===== config.mk =====
export PLATFORM = sky130hd
export DESIGN_NAME = lkp_queue
export DESIGN_NICKNAME = d
export VERILOG_FILES = /design/src/lkp_pkg.sv /design/src/lkp_queue.sv
export SDC_FILE = /design/constraint.sdc
export NUM_CORES = 1
export LEC_CHECK = 0
export BUFFER_PORTS_ARGS = -buffer_cell sky130_fd_sc_hd__buf_4
export CORE_ASPECT_RATIO = 1.25
export CORE_MARGIN = 5
export CORE_UTILIZATION = 33
export DETAILED_ROUTE_END_ITERATION = 16
export GPL_ROUTABILITY_DRIVEN = 1
export PLACE_DENSITY = 0.61
export SLEW_MARGIN = 20
export SYNTH_ARGS = -nofsm -noshare
export SYNTH_HDL_FRONTEND = slang
export SYNTH_SLANG_ARGS = --single-unit

===== constraint.sdc =====
create_clock -name clk -period 6.8 [get_ports clk]
set_clock_uncertainty 0.05 [all_clocks]
set_input_delay 1.36 -clock clk [delete_from_list [all_inputs] [get_ports clk]]
set_output_delay 1.36 -clock clk [all_outputs]
set_load 0.005 [all_outputs]

===== src/lkp_pkg.sv =====
package lkp_pkg;

  // entries in the queue between front and back end
  localparam int QUEUE_DEPTH = 2;

  typedef enum logic [2:0] {
    ST_LIG     = 3'd0,
    ST_KERN    = 3'd1,
    ST_NONE    = 3'd2,
    ST_RANGE   = 3'd3,
    ST_WRITTEN = 3'd4
  } status_t;

  typedef enum logic [1:0] {
    CMD_LOOKUP   = 2'd0,
    CMD_WR_GLYPH = 2'd1,
    CMD_WR_STEP  = 2'd2,
    CMD_UNUSED   = 2'd3
  } command_t;

  // what the back end has to do with a queued job
  typedef enum logic [1:0] {
    OP_RESP,
    OP_LOOKUP,
    OP_WR_GLYPH,
    OP_WR_STEP
  } op_t;

  typedef enum logic [1:0] {
    BK_IDLE,
    BK_GLYPH,
    BK_HEAD,
    BK_WALK
  } back_state_t;

  localparam logic [0:0] CFG_GLYPH_COUNT = 1'b0;
  localparam logic [0:0] CFG_EIGHT_BIT   = 1'b1;

  typedef struct packed {
    op_t         op;
    status_t     status;
    logic [13:0] kern;
    logic [13:0] glyph;
    logic [9:0]  index;
    logic [8:0]  g1;
    logic [8:0]  g2;
    logic [19:0] glyph_word;  // program start, has-program, main code
    logic [25:0] step_word;   // stop, next code, kern, goto, value
  } job_t;

endpackage


===== src/lkp_queue.sv =====
module lkp_queue (
  input  logic          clk,
  input  logic          rst,
  input  logic          push_valid,
  output logic          push_ready,
  input  lkp_pkg::job_t push_job,
  output logic          pop_valid,
  input  logic          pop_ready,
  output lkp_pkg::job_t pop_job
);

  localparam int PW = (lkp_pkg::QUEUE_DEPTH > 1) ? $clog2(lkp_pkg::QUEUE_DEPTH) : 1;
  localparam int CW = $clog2(lkp_pkg::QUEUE_DEPTH + 1);

  lkp_pkg::job_t slots [lkp_pkg::QUEUE_DEPTH];
  logic [PW-1:0] wr_ptr, rd_ptr;
  logic [CW-1:0] count;
  logic          push, pop;

  assign push_ready = (32'(count) < 32'(lkp_pkg::QUEUE_DEPTH));
  assign pop_valid  = (count != '0);
  assign push       = push_valid && push_ready;
  assign pop        = pop_valid && pop_ready;
  assign pop_job    = slots[rd_ptr];

  always_ff @(posedge clk) begin
    if (push) begin
      slots[wr_ptr] <= push_job;
    end
  end

  always_ff @(posedge clk) begin
    if (rst) begin
      wr_ptr <= '0;
      rd_ptr <= '0;
      count  <= '0;
    end else begin
      if (push) begin
        wr_ptr <= (32'(wr_ptr) == lkp_pkg::QUEUE_DEPTH - 1) ? '0 : wr_ptr + PW'(1);
      end
      if (pop) begin
        rd_ptr <= (32'(rd_ptr) == lkp_pkg::QUEUE_DEPTH - 1) ? '0 : rd_ptr + PW'(1);
      end
      if (push && !pop) begin
        count <= count + CW'(1);
      end else if (pop && !push) begin
        count <= count - CW'(1);
      end
    end
  end

endmodule


==> run summary <==
OUTCOME
--------------------------------------------------------------------------------------------------
Status                                                                                finished clean

PLACED DESIGN
--------------------------------------------------------------------------------------------------
Half-perimeter wire length after placement                                                10970 um
Port Buffer Count                                                                              219
Area post-placement                                                                    0.01006 mm2
Final estimated routing congestion in global placement                                      0.7452

CRITICAL PATH
--------------------------------------------------------------------------------------------------
CP arrival                                                                                 2780 ps
Critical Setup Path Class                                                             flop to output port
Critical path endpoint category                                                        output port
Largest delay contributor family on the critical path                                   flip-flops
Highest-delay cell along the critical path                                            sky130_fd_sc_hd__dfxtp_4
Cell occurring most often along the worst timing path                                 sky130_fd_sc_hd__buf_4
Buffering stage count on the worst path with inverters included                                  2
Largest fanout on the critical path                                                             71
Data required time of the critical path                                                    5390 ps
List of cells traversed by the critical path                                          buf_4, mux2_2, buf_4
Worst Setup Start Kind                                                                        flop
Slowest cell delay on critical path                                                         990 ps

YOSYS
--------------------------------------------------------------------------------------------------
Fraction of synthesized cell area taken by the top area cell type                           79.85%
Adder and majority cell fraction of the synthesized area                                   0.1555%
Avg Synthesized Cell Area                                                                22.61 um2
Post-synthesis mux area share                                                               16.37%
Xor-xnor portion of the synthesized cell area                                              0.4353%
Leading post-synthesis cells by cell area                                             sky130_fd_sc_hd__edfxtp_1 80%, sky130_fd_sc_hd__mux2_2 11%, sky130_fd_sc_hd__mux2_4 5.6%
Syn Std Cell Area                                                                     0.008048 mm2
Number of synthesized register bits                                                            219
Count of cell types in the netlist                                                              17
Synth warnings                                                                                   0
Simple-gate share of the synthesized area                                                  0.5752%
Net count after synthesis                                                                      468
Cell type with the highest aggregate area in the netlist                              sky130_fd_sc_hd__edfxtp_1
Gate count of the mapped netlist                                                               356
Sequential element share of the synthesized area                                            81.09%
Synth Area in Compound Gates                                                               0.1866%
Dominant combinational cell family by area after synthesis                            multiplexers

GLOBAL ROUTE
--------------------------------------------------------------------------------------------------
Pin count of the biggest net entering global routing                                            88
Number of global-route vias before repair                                                     4488
Global route overflow                                                                            0
Global-route wire length before repair                                                    23910 um
All-Layer GR Usage                                                                          11.03%
Initial antenna violation count                                                                  0

RUN
--------------------------------------------------------------------------------------------------
Max cap viols                                                                                    0

MIN PATH
--------------------------------------------------------------------------------------------------
Worst min-delay path category                                                         flop to flop

TIMING
--------------------------------------------------------------------------------------------------
Max Freq                                                                                 238.7 MHz
Number of endpoints with negative hold slack in the final report                                 0
Pins Over Slew Limit                                                                             0
Time the worst path needs with I/O delays and setup                                        4189 ps
Transition time at the pin with the least slew margin                                     977.0 ps
Worst relative slew slack                                                                   34.87%
Unrepaired setup endpoints after global routing                                                 no
Count of final setup violators                                                                   0
Final critical-path share of the clock period                                               61.61%
Post-Route Setup TNS                                                                          0 ps

CELLS AND AREA
--------------------------------------------------------------------------------------------------
Count of fill cells added during filler insertion                                             2115
Area overhead of the layout relative to synthesis                                           33.12%
Finished layout cell area                                                              0.01071 mm2
Final antenna diode count                                                                        0
Final #Nets                                                                                    702
Fraction of final layout cells sized beyond drive strength 1                                59.83%

ROUTING
--------------------------------------------------------------------------------------------------
Average detailed-routed wire length per instance                                          17.21 um
Number of detailed-routing iterations run before antenna repair                                  4
DRC violation total after the first TritonRoute iteration                                       96
Vias per std cell                                                                            4.344
Detail Route Antenna Nets                                                                        0
Vias after detailed routing                                                                   4062
DRC errors left                                                                                  0
Drt total wl                                                                              16090 um

CLOCK NETWORK
--------------------------------------------------------------------------------------------------
CTS tree                                                                                       yes
Post-CTS sizing                                                                                  0
Clock tree sinks                                                                               219
Number of buffers created by CTS                                                                22
Clock transition time at the flip-flop clock pins of the worst setup and hold paths          60 ps
H-tree depth                                                                                     1
Clock tree root driver cell                                                           sky130_fd_sc_hd__clkbuf_16
Clock latency at the later pin of the worst-skew pair                                       490 ps
Number of setup buffers added after CTS                                                          0
Worst-case clock buffer depth                                                                    3
Hold buffers post-CTS                                                                            0

POWER AND IR DROP
--------------------------------------------------------------------------------------------------
Reported leakage power                                                                    3.969 nW
Maximum vdd ir drop                                                                    0.0002898 V
Total power divided by cell area                                                      365.4 mW/mm2

FLOORPLANNING
--------------------------------------------------------------------------------------------------
Core Box Area                                                                          0.02426 mm2
Initial cell density of the core                                                            33.17%
IO Pins                                                                                        220
Row Count                                                                                       64
Full die area                                                                          0.02763 mm2
Overall die height                                                                        184.6 um
DIE WIDTH                                                                                 149.7 um

[layer usage]
layer	up-vias	wire, um	GRT usage [%]
li1	1876	-	-
met1	2013	5863	12.15
met2	148	8655	20.74
met3	25	1291	3.173
met4	0	282	2.783
met5	-	0	0
[kinds of logic (layout without fill, tap and decap cells)]
kind of cell | Yosys count | count (layout)
buffers and inverters | 13 | 262
AOI/OAI and AO/OA | 3 | 3
muxes | 107 | 107
and+or+nand+nor | 9 | 9
DFF | 219 | 219
adders and majority gates | 1 | 1
xor gates and xnor gates | 4 | 4
[worst paths after layout]
kind | endpoint | cells past startpoint | start | slack, ps
max reg2reg | slots[1][21] | 3 | count[1] | 4240
min | rd_ptr | 2 | rd_ptr | 470
max | pop_job[85] | 3 | flop | 2610
min reg2reg | rd_ptr | 2 | rd_ptr | 470
[power by group]
part | total [mW] | internal, mW | switching, mW
Combinational | 0.985 | 0.581 | 0.404
Sequential | 1.85 | 1.74 | 0.107
Clock | 1.08 | 0.618 | 0.464
Total | 3.91 | 2.94 | 0.975
[state kept, by name (all words and copies together) (netlist names), named ones only]
| signal | count |
|---|---|
| count | 2 |
| rd_ptr | 1 |
| slots | 214 |
| wr_ptr | 1 |
[cells in the final DEF, fill, tap and decap left out]
master	instances
sky130_fd_sc_hd__and2_4	1
sky130_fd_sc_hd__buf_12	1
sky130_fd_sc_hd__dfxtp_1	4
sky130_fd_sc_hd__nor2_1	4
sky130_fd_sc_hd__clkinv_1	4
sky130_fd_sc_hd__inv_1	1
sky130_fd_sc_hd__xnor2_1	1
sky130_fd_sc_hd__buf_4	221
sky130_fd_sc_hd__mux2_4	30
sky130_fd_sc_hd__edfxtp_1	214
sky130_fd_sc_hd__a21oi_1	1
sky130_fd_sc_hd__or2_2	1
sky130_fd_sc_hd__mux2_2	77
sky130_fd_sc_hd__or3_1	1
sky130_fd_sc_hd__clkbuf_16	23
sky130_fd_sc_hd__clkbuf_1	6
sky130_fd_sc_hd__dfxtp_4	1
sky130_fd_sc_hd__o21ai_0	2
sky130_fd_sc_hd__nor2b_1	1
sky130_fd_sc_hd__clkinvlp_4	3
sky130_fd_sc_hd__ha_1	1
sky130_fd_sc_hd__clkinv_2	3
sky130_fd_sc_hd__xor2_1	3
sky130_fd_sc_hd__nor2b_4	1
[cell type report]
cell class	instances	area (um2)	share of cell area, %
clock buffer	29	598.1	5.583
multi-input combinational	124	1436	13.41
timing repair buffer	222	1679	15.67
inverter	1	3.754	0.03504
tap	330	412.9	3.854
clock inverter	10	52.55	0.4905
sequential	219	6530	60.96
[tightest hold or removal path, delay by kind of cell, from the launching register on]
kind          cells  cell delay [ps]
flops             1              330
xor+xnor          1               80
simple gates      1               70
[stage by stage]
| step | power (mW) | std cells | util [%] | hold WS, ps | worst slack [ps] |
|---|---|---|---|---|---|
| 2_1_floorplan | 2.383 | 356 | - | 422.5 | 1865 |
| 3_3_place_gp | 2.865 | 896 | 41.47 | 438.0 | 3132 |
| 3_5_place_dp | 2.890 | 896 | 41.47 | 448.5 | 3094 |
| 4_1_cts | 3.993 | 935 | 44.15 | 467.2 | 2545 |
| 5_1_grt | 4.117 | 935 | 44.15 | 521.8 | 2451 |
| 6_report | 3.915 | 935 | 44.15 | 468.4 | 2611 |
[Yosys cell counts, drive strengths merged]
cell type    n
inv          1
a21oi        1
or2          1
nor2b        2
dfxtp        5
buf         12
edfxtp     214
xor2         3
ha           1
and2         1
mux2       107
xnor2        1
or3          1
nor2         4
o21ai        2
No activity file was read; power rests on OpenSTA's default activity.
