===== config.mk =====
export PLATFORM = sky130hd
export DESIGN_NAME = lkp_front_flat
export DESIGN_NICKNAME = d
export VERILOG_FILES = /design/src/lkp_pkg.sv /design/src/lkp_if.sv /design/src/lkp_front.sv /design/src/flat_wrapper.sv
export SDC_FILE = /design/constraint.sdc
export NUM_CORES = 1
export LEC_CHECK = 0
export BUFFER_PORTS_ARGS = -buffer_cell sky130_fd_sc_hd__clkbuf_2
export CAP_MARGIN = 20
export CELL_PAD_IN_SITES_DETAIL_PLACEMENT = 1
export CELL_PAD_IN_SITES_GLOBAL_PLACEMENT = 1
export CORE_UTILIZATION = 19
export DETAILED_ROUTE_END_ITERATION = 8
export PLACE_DENSITY = 0.88
export SLEW_MARGIN = 25
export SYNTH_ARGS = -nofsm -noshare
export SYNTH_HDL_FRONTEND = slang
export SYNTH_SLANG_ARGS = --single-unit

===== constraint.sdc =====
create_clock -name vclk -period 1.8
set_input_delay 0.18 -clock vclk [all_inputs]
set_output_delay 0.18 -clock vclk [all_outputs]
set_load 0.02 [all_outputs]

===== src/lkp_pkg.sv =====
package lkp_pkg;

  // entries in the queue between front and back end
  localparam int QUEUE_DEPTH = 2;

  typedef enum logic [2:0] {
    ST_LIG     = 3'd0,
    ST_KERN    = 3'd1,
    ST_NONE    = 3'd2,
    ST_RANGE   = 3'd3,
    ST_WRITTEN = 3'd4
  } status_t;

  typedef enum logic [1:0] {
    CMD_LOOKUP   = 2'd0,
    CMD_WR_GLYPH = 2'd1,
    CMD_WR_STEP  = 2'd2,
    CMD_UNUSED   = 2'd3
  } command_t;

  // what the back end has to do with a queued job
  typedef enum logic [1:0] {
    OP_RESP,
    OP_LOOKUP,
    OP_WR_GLYPH,
    OP_WR_STEP
  } op_t;

  typedef enum logic [1:0] {
    BK_IDLE,
    BK_GLYPH,
    BK_HEAD,
    BK_WALK
  } back_state_t;

  localparam logic [0:0] CFG_GLYPH_COUNT = 1'b0;
  localparam logic [0:0] CFG_EIGHT_BIT   = 1'b1;

  typedef struct packed {
    op_t         op;
    status_t     status;
    logic [13:0] kern;
    logic [13:0] glyph;
    logic [9:0]  index;
    logic [8:0]  g1;
    logic [8:0]  g2;
    logic [19:0] glyph_word;  // program start, has-program, main code
    logic [25:0] step_word;   // stop, next code, kern, goto, value
  } job_t;

endpackage


===== src/lkp_if.sv =====
interface lkp_item_if;
  logic        valid;
  logic        ready;
  logic [1:0]  command;
  logic [9:0]  table_index;
  logic [8:0]  first_glyph;
  logic [8:0]  second_glyph;
  logic [8:0]  entry_main_code;
  logic        entry_has_program;
  logic [9:0]  entry_program_start;
  logic        entry_stop;
  logic [8:0]  entry_next_code;
  logic        entry_is_kern;
  logic        entry_is_goto;
  logic [13:0] entry_value;

  modport source (
    output valid, command, table_index, first_glyph, second_glyph,
           entry_main_code, entry_has_program, entry_program_start,
           entry_stop, entry_next_code, entry_is_kern, entry_is_goto, entry_value,
    input  ready
  );
  modport sink (
    input  valid, command, table_index, first_glyph, second_glyph,
           entry_main_code, entry_has_program, entry_program_start,
           entry_stop, entry_next_code, entry_is_kern, entry_is_goto, entry_value,
    output ready
  );
endinterface



===== src/lkp_front.sv =====
module lkp_front #(
  parameter int GLYPH_ENTRIES = 512,
  parameter int STEP_ENTRIES  = 1024
) (
  lkp_item_if.sink          item_in,
  input  logic [8:0]        glyph_count,
  output logic              push_valid,
  input  logic              push_ready,
  output lkp_pkg::job_t     push_job
);

  logic [31:0] g1_wide, g2_wide, gc_wide, ti_wide;
  logic        out_of_range;

  assign g1_wide = 32'(item_in.first_glyph);
  assign g2_wide = 32'(item_in.second_glyph);
  assign gc_wide = 32'(glyph_count);
  assign ti_wide = 32'(item_in.table_index);

  assign out_of_range = (g1_wide >= gc_wide) || (g2_wide >= gc_wide) ||
                        (g1_wide >= 32'(GLYPH_ENTRIES)) || (g2_wide >= 32'(GLYPH_ENTRIES));

  assign push_valid    = item_in.valid;
  assign item_in.ready = push_ready;

  always_comb begin
    push_job            = '0;
    push_job.op         = lkp_pkg::OP_RESP;
    push_job.index      = item_in.table_index;
    push_job.g1         = item_in.first_glyph;
    push_job.g2         = item_in.second_glyph;
    push_job.glyph_word = {item_in.entry_program_start, item_in.entry_has_program,
                           item_in.entry_main_code};
    push_job.step_word  = {item_in.entry_stop, item_in.entry_next_code, item_in.entry_is_kern,
                           item_in.entry_is_goto, item_in.entry_value};
    unique case (lkp_pkg::command_t'(item_in.command))
      lkp_pkg::CMD_LOOKUP: begin
        push_job.glyph = 14'(item_in.second_glyph);
        if (out_of_range) begin
          push_job.status = lkp_pkg::ST_RANGE;
        end else begin
          push_job.op = lkp_pkg::OP_LOOKUP;
        end
      end
      lkp_pkg::CMD_WR_GLYPH: begin
        if (ti_wide >= 32'(GLYPH_ENTRIES)) begin
          push_job.status = lkp_pkg::ST_RANGE;
        end else begin
          push_job.op     = lkp_pkg::OP_WR_GLYPH;
          push_job.status = lkp_pkg::ST_WRITTEN;
        end
      end
      lkp_pkg::CMD_WR_STEP: begin
        if (ti_wide >= 32'(STEP_ENTRIES)) begin
          push_job.status = lkp_pkg::ST_RANGE;
        end else begin
          push_job.op     = lkp_pkg::OP_WR_STEP;
          push_job.status = lkp_pkg::ST_WRITTEN;
        end
      end
      lkp_pkg::CMD_UNUSED: begin
        push_job.status = lkp_pkg::ST_NONE;
        push_job.glyph  = 14'(item_in.second_glyph);
      end
    endcase
  end

endmodule


===== src/flat_wrapper.sv =====
// flat-port wrapper written by rule: the top's interface ports become plain ports
module lkp_front_flat 
#(
  parameter int GLYPH_ENTRIES = 512,
  parameter int STEP_ENTRIES  = 1024
)
  (glyph_count, push_valid, push_ready, push_job, item_in_valid, item_in_command, item_in_table_index, item_in_first_glyph, item_in_second_glyph, item_in_entry_main_code, item_in_entry_has_program, item_in_entry_program_start, item_in_entry_stop, item_in_entry_next_code, item_in_entry_is_kern, item_in_entry_is_goto, item_in_entry_value, item_in_ready);
  lkp_item_if item_in_i ();
  input  logic [8:0] glyph_count;
  output logic push_valid;
  input  logic push_ready;
  output lkp_pkg::job_t push_job;
  input wire logic [$bits(item_in_i.valid)-1:0] item_in_valid;
  input wire logic [$bits(item_in_i.command)-1:0] item_in_command;
  input wire logic [$bits(item_in_i.table_index)-1:0] item_in_table_index;
  input wire logic [$bits(item_in_i.first_glyph)-1:0] item_in_first_glyph;
  input wire logic [$bits(item_in_i.second_glyph)-1:0] item_in_second_glyph;
  input wire logic [$bits(item_in_i.entry_main_code)-1:0] item_in_entry_main_code;
  input wire logic [$bits(item_in_i.entry_has_program)-1:0] item_in_entry_has_program;
  input wire logic [$bits(item_in_i.entry_program_start)-1:0] item_in_entry_program_start;
  input wire logic [$bits(item_in_i.entry_stop)-1:0] item_in_entry_stop;
  input wire logic [$bits(item_in_i.entry_next_code)-1:0] item_in_entry_next_code;
  input wire logic [$bits(item_in_i.entry_is_kern)-1:0] item_in_entry_is_kern;
  input wire logic [$bits(item_in_i.entry_is_goto)-1:0] item_in_entry_is_goto;
  input wire logic [$bits(item_in_i.entry_value)-1:0] item_in_entry_value;
  output wire logic [$bits(item_in_i.ready)-1:0] item_in_ready;
  assign item_in_i.valid = item_in_valid;
  assign item_in_i.command = item_in_command;
  assign item_in_i.table_index = item_in_table_index;
  assign item_in_i.first_glyph = item_in_first_glyph;
  assign item_in_i.second_glyph = item_in_second_glyph;
  assign item_in_i.entry_main_code = item_in_entry_main_code;
  assign item_in_i.entry_has_program = item_in_entry_has_program;
  assign item_in_i.entry_program_start = item_in_entry_program_start;
  assign item_in_i.entry_stop = item_in_entry_stop;
  assign item_in_i.entry_next_code = item_in_entry_next_code;
  assign item_in_i.entry_is_kern = item_in_entry_is_kern;
  assign item_in_i.entry_is_goto = item_in_entry_is_goto;
  assign item_in_i.entry_value = item_in_entry_value;
  assign item_in_ready = item_in_i.ready;
  lkp_front #(.GLYPH_ENTRIES(GLYPH_ENTRIES), .STEP_ENTRIES(STEP_ENTRIES)) u_core (.item_in(item_in_i), .glyph_count(glyph_count), .push_valid(push_valid), .push_ready(push_ready), .push_job(push_job));
endmodule

==> metrics.cfg, run 1 <==
[status]
status=finished, violations left
violations=design-rule violations

[setup_path]
startpoint_type=input port
path_class=in2out
cp-end-kind=output port
cp_slowest_stage_delay_ps=310
worst_path_max_delay_cell=ha_1
cp.required_ps=1620
cp_cell_sequence=clkbuf_2 > inv_1 > ha_1 > a21oi_1 > o22ai_1 > nor2_1 > o211ai_2 > and2_1 > clkbuf_2
crit_start=glyph_count[6]
arrival_ps=1530
worst-path-max-fanout=3
worst_path_most_repeated_cell=clkbuf_2

[cells_and_area]
areaGrowthSynthToFinish_pct=-17.18
final_area_um2=1067
seq_cell_count=0
final_cell_mix=62 x clkbuf_2, 20 x ha_1, 19 x conb_1
final_layout_size_suffix_gt1_share_pct=43.95
seq_area_um2=0
num_antenna_cells=0
nNetsFinal=267
n_clock_buffer=0
layout_commonest_cell=clkbuf_2
final_cells=234

[floorplan]
rows=29
core_um2=6459
die-area_um2=7116
die_w_um=84.36
num_io_pins=196
initial_utilization_pct=19.95
fp.dieH_um=84.36

[global_route]
overflow=0
grt_pass1_vias=815
antenna_found_initial=0
grt_max_degree=10
grt_pass1_wl_um=3808
track_usage_pct=6.590

[route]
drc=10
drtAntennaViolNets=0
via_per_inst=3.803
dr_wl_met2_um=1368
wl_per_cell_um=11.52
firstDrtPassIters=9
vias=890
drt_iter0_markers=31
drt_wl_total_um=2696
wl_met3_um=275
wl_met1_um=881
highest_layer=met4

[sta]
finalSetupTns_ps=0
hold_viol_final=0
fin_crit_ps=1709
slew_viol_final=0
fin_crit_sh_pct=94.92
finalSetupViolations=0
fmax_ghz=0.5853
hold_ws_ps=360.0

[synthesis]
syn-cell-area_um2=1289
syn_area_per_cell_um2=7.536
syn_inst=171
ys_types=23
yosysSeqAreaShare_pct=0
yosys_warnings=0

[pwr]
p_leak_nw=0.6463
clkPwrFrac_pct=0
ir_worst_vdd_v=0.00005062
p_seq_share_pct=0
internal-power_mw=0.1108
power.density_nw_per_um2=295.7
switching_share_pct=64.89
power.switching_mw=0.2048
power.total_mw=0.3156
combPwrFrac_pct=100.0

[clock_tree]
cts-resized-gates=0
ctsHoldBuffers=0
post_cts_buffers=0

[placed_design]
port_buffers=63
place_congestion=0.6840
dp_hpwl_um=2439
place_area_um2=1055
placed_cells=234

[min_path]
holdCritPathClass=in2out
holdCritStartpoint=item_in_entry_next_code[2]

[job]
drv_cap=0

## cells in the mapped netlist, types with 2 or more instances
cell / number / area, um^2
buf_4: 95 / 713.2
ha_1: 21 / 262.8
inv_1: 13 / 48.80
nor2b_1: 9 / 56.30
nor2_1: 5 / 18.77
nand2_1: 4 / 15.01
a21oi_1: 3 / 15.01
o21ai_0: 3 / 15.01
o21ai_1: 3 / 15.01
a21o_1: 2 / 15.01
## final timing paths
kind	cells after the start	slack (ps)	to
worst min-delay path	0	360	push_job[18]
worst max-delay path	9	90	push_job[102]
## power groups by stage
stage / Combinational (mW) / Clock [mW] / Sequential (mW)
after floorplan: 0.444 / 0 / 0
after global placement: 0.307 / 0 / 0
after detailed placement: 0.315 / 0 / 0
after CTS: 0.317 / 0 / 0
after global routing: 0.347 / 0 / 0
final: 0.316 / 0 / 0
## area by class of cell
type	count	area, um^2
Fill cell	808	5391
Multi-Input combinational cell	81	606.8
Timing Repair Buffer	63	315.3
Tap cell	77	96.34
Inverter	13	48.80
## stage by stage
step                      setup WS (ps)  util [%]
after global placement            77.79     16.33
after detailed placement          46.29     16.33
after CTS                         26.96     16.33
after floorplan                   290.8         -
final                             91.46     16.52
after global routing            -0.8684     16.52
## cell families (layout without fill, tap and decap cells)
family	Yosys count	in the layout	synth area share, %
buf+inv	108	76	59.13
fa+ha+maj	21	21	20.39
compound gates	18	18	9.805
simple gates	23	23	10.39
other cells	1	19	0.2910
## critical path: cells and delay by family
kind	cells	cell delay, ps
fa+ha+maj	1	310
simple gates	2	320
buf+inv	3	300
compound gates	3	410
## per-layer routing
metal | GRT usage (%) | vias up
li1 | - | 408
met1 | 6.510 | 384
met2 | 12.74 | 76
met3 | 1.082 | 22
met4 | 4.160 | 0
met5 | 0 | -
Power figures use the tool's default switching activity.
==> inputs of run 2 (changes only) <==
Settings changed: CORE_UTILIZATION 19 to 18, PLACE_DENSITY 0.88 to 0.84.
Clock period 1.8 ns to 1.9 ns, I/O delays scaled along.
==> metrics.cfg, run 2 (same netlist as run 1, synthesis figures left out) <==
[status]
status=complete, no violations

[floorplan]
rows=30
core_um2=6869
die_w_um=86.62
fp.dieH_um=86.62
die-area_um2=7502
num_io_pins=196
initial_utilization_pct=18.76

[cells_and_area]
final_layout_size_suffix_gt1_share_pct=43.31
final_cells=253
utilization_pct=15.70
nNetsFinal=267
areaGrowthSynthToFinish_pct=-16.31
final_cell_mix=63 x clkbuf_2, 21 x ha_1, 19 x conb_1
seq_area_um2=0
seq_cell_count=0
layout_commonest_cell=clkbuf_2
num_antenna_cells=0
final_area_um2=1079
n_clock_buffer=0

[global_route]
track_usage_pct=7.021
grt_pass1_vias=867
antenna_found_initial=0
grt_max_degree=10
overflow=0
grt_pass1_wl_um=4105

[clock_tree]
ctsHoldBuffers=0
post_cts_buffers=0
cts-resized-gates=0

[route]
drtAntennaViolNets=0
via_per_inst=3.557
vias=900
drt_wl_total_um=2910
drc=0
firstDrtPassIters=2
wl_per_cell_um=11.50
highest_layer=met4
wl_met1_um=957
drt_iter0_markers=6
dr_wl_met2_um=1491
wl_met3_um=274

[setup_path]
critPathBufInv=3
path_class=in2out
worst_path_most_repeated_cell=clkbuf_2
startpoint_type=input port
cp.required_ps=1710
cp_top_family=compound AO/OA/AOI/OAI gates
arrival_ps=1600
worst-path-max-fanout=3
worst_path_max_delay_cell=ha_1
cp_slowest_stage_delay_ps=330
cp-end-kind=output port
cp_cell_sequence=clkbuf_2 > inv_1 > ha_1 > a211oi_2 > o22ai_1 > nor2_1 > o211ai_2 > o21ai_1 > clkbuf_2
path_depth=9

[min_path]
holdCritStartpoint=item_in_entry_next_code[2]
whs_path_depth=0
hold_path_end=push_job[18]
holdCritPathClass=in2out

[pwr]
ir_worst_vdd_v=0.00004057
p_leak_nw=0.6450
power.density_nw_per_um2=274.6

[sta]
grt_setup_unrepaired=no
slew_viol_final=0
fin_crit_ps=1788
finalSetupTns_ps=0
hold_viol_final=0
finalSetupViolations=0
fin_crit_sh_pct=94.11
fmax_ghz=0.5593
hold_ws_ps=380.0

[placed_design]
port_buffers=63
place_area_um2=1079
placed_cells=253
place_congestion=0.7193
dp_hpwl_um=2705

[job]
drv_cap=0

[run 2: cell types whose count changed in the layout (fill, tap and decap cells not counted), sizes merged]
cell / before / now
clkbuf: 62 / 63
buf: 1 / 0
[run 2: per-stage QoR]
stage / worst slack (ps) / power, mW
finish: 111.9 / 0.2961
global route: 14.11 / 0.3307
CTS: 61.66 / 0.3039
detailed placement: 66.40 / 0.3025
global placement: 104.2 / 0.2935
floorplan: 370.8 / 0.4210
[run 2: final cells by class]
type               count  area (um^2)
fillers              863         5791
multi-input cells     81        594.3
repair buffers        63        315.3
well taps             96        120.1
inverters             13        48.80
[run 2: layer usage]
metal  up-vias  GRT usage, %
met2        64         14.14
met3        36         1.238
met4         0         4.848
met5         -             0
met1       391         6.250
li1        409             -
[run 2: how the worst max path moves through the flow]
stage,start,to
after floorplan,glyph_count[6],push_job[105]
after global placement,glyph_count[6],push_job[105]
after detailed placement,glyph_count[6],push_job[105]
after CTS,glyph_count[6],push_job[105]
after global routing,glyph_count[6],push_job[105]
final,glyph_count[6],push_job[105]
[run 2: report_power, final]
part | switching [mW] | internal (mW)
clock | 0 | 0
combinational | 0.194 | 0.103
sequential | 0 | 0
total | 0.194 | 0.103
==> inputs of run 3 (changes only) <==
Settings changed: CORE_UTILIZATION 18 to 19, MAX_ROUTING_LAYER set to met4, PLACE_DENSITY 0.84 to 0.88.
Clock period 1.9 ns to 2.2 ns, I/O delays scaled along.
==> metrics.cfg, run 3 (same netlist as run 1, synthesis figures left out) <==
[setup_path]
worst_path_most_repeated_cell=clkbuf_2
cp_slowest_stage_delay_ps=330
worst-path-max-fanout=3
arrival_ps=1600
worst_path_max_delay_cell=ha_1
cp.required_ps=1980
startpoint_type=input port
cp-end-kind=output port
cp_cell_sequence=clkbuf_2 > inv_1 > ha_1 > a211oi_2 > o22ai_1 > nor2_1 > o211ai_2 > o21ai_1 > clkbuf_2
path_class=in2out
cp_top_family=compound AO/OA/AOI/OAI gates
critPathBufInv=3

[placed_design]
place_area_um2=1055
dp_hpwl_um=2439
place_congestion=0.6913
placed_cells=234
port_buffers=63

[status]
violations=design-rule violations
status=finished, violations left

[route]
drt_wl_total_um=2643
via_per_inst=3.778
drc=10
drtAntennaViolNets=0
drt_iter0_markers=39
firstDrtPassIters=9
wl_per_cell_um=11.29
vias=884

[floorplan]
die_w_um=84.36
core_um2=6459
num_io_pins=196
initial_utilization_pct=19.95
fp.dieH_um=84.36
rows=29
die-area_um2=7116

[pwr]
power.density_nw_per_um2=241.6
ir_worst_vdd_v=0.00004141
p_leak_nw=0.6450

[sta]
finalSetupTns_ps=0
slew_viol_final=0
fin_crit_sh_pct=82.92
grt_setup_unrepaired=no
fmax_ghz=0.5482
finalSetupViolations=0
hold_ws_ps=440.0
fin_crit_ps=1824
hold_viol_final=0

[cells_and_area]
final_cells=234
utilization_pct=16.33
n_clock_buffer=0
final_area_um2=1055
areaGrowthSynthToFinish_pct=-18.16
seq_cell_count=0
final_cell_mix=63 x clkbuf_2, 21 x ha_1, 19 x conb_1
final_layout_size_suffix_gt1_share_pct=43.31
seq_area_um2=0
num_antenna_cells=0
nNetsFinal=267
layout_commonest_cell=clkbuf_2

[global_route]
track_usage_pct=6.790
grt_max_degree=10
overflow=0
grt_pass1_wl_um=3808
antenna_found_initial=0
grt_pass1_vias=815

[clock_tree]
post_cts_buffers=0
ctsHoldBuffers=0
cts-resized-gates=0

[job]
drv_cap=0

[min_path]
holdCritPathClass=in2out

[run 3: cell counts in the layout (fill, tap and decap cells not counted)]
Identical to the previous run, type by type.
[run 3: layout make-up]
class | instances | area, um^2
Fill cell | 809 | 5404
Inverter | 13 | 48.80
Multi-Input combinational cell | 81 | 594.3
Tap cell | 77 | 96.34
Timing Repair Buffer | 63 | 315.3
[run 3: metal layers]
layer	global-route usage [%]	vias to the layer above	part of all wire [%]
met5	-	-	0
met4	4.160	0	5.8
li1	-	408	-
met3	1.082	20	10
met1	6.510	382	33
met2	12.74	74	51
[run 3: per-stage QoR]
step / total power [mW] / setup WS, ps
after floorplan: 0.3636 / 610.8
after global placement: 0.2509 / 397.9
after detailed placement: 0.2576 / 366.3
after CTS: 0.2590 / 347.0
after global routing: 0.2799 / 288.4
final: 0.2548 / 375.7
[run 3: worst paths after layout]
| path | startpoint | depth (start not counted) | slack [ps] | end |
|---|---|---|---|---|
| setup / recovery | glyph_count[6] | 9 | 380 | push_job[105] |
| hold / removal | item_in_entry_next_code[2] | 0 | 440 | push_job[18] |
[run 3: where the power goes]
group / switching, mW / internal (mW) / total, mW / leakage [nW]
logic: 0.166 / 0.0885 / 0.255 / 0.645
registers: 0 / 0 / 0 / 0
clock network: 0 / 0 / 0 / 0
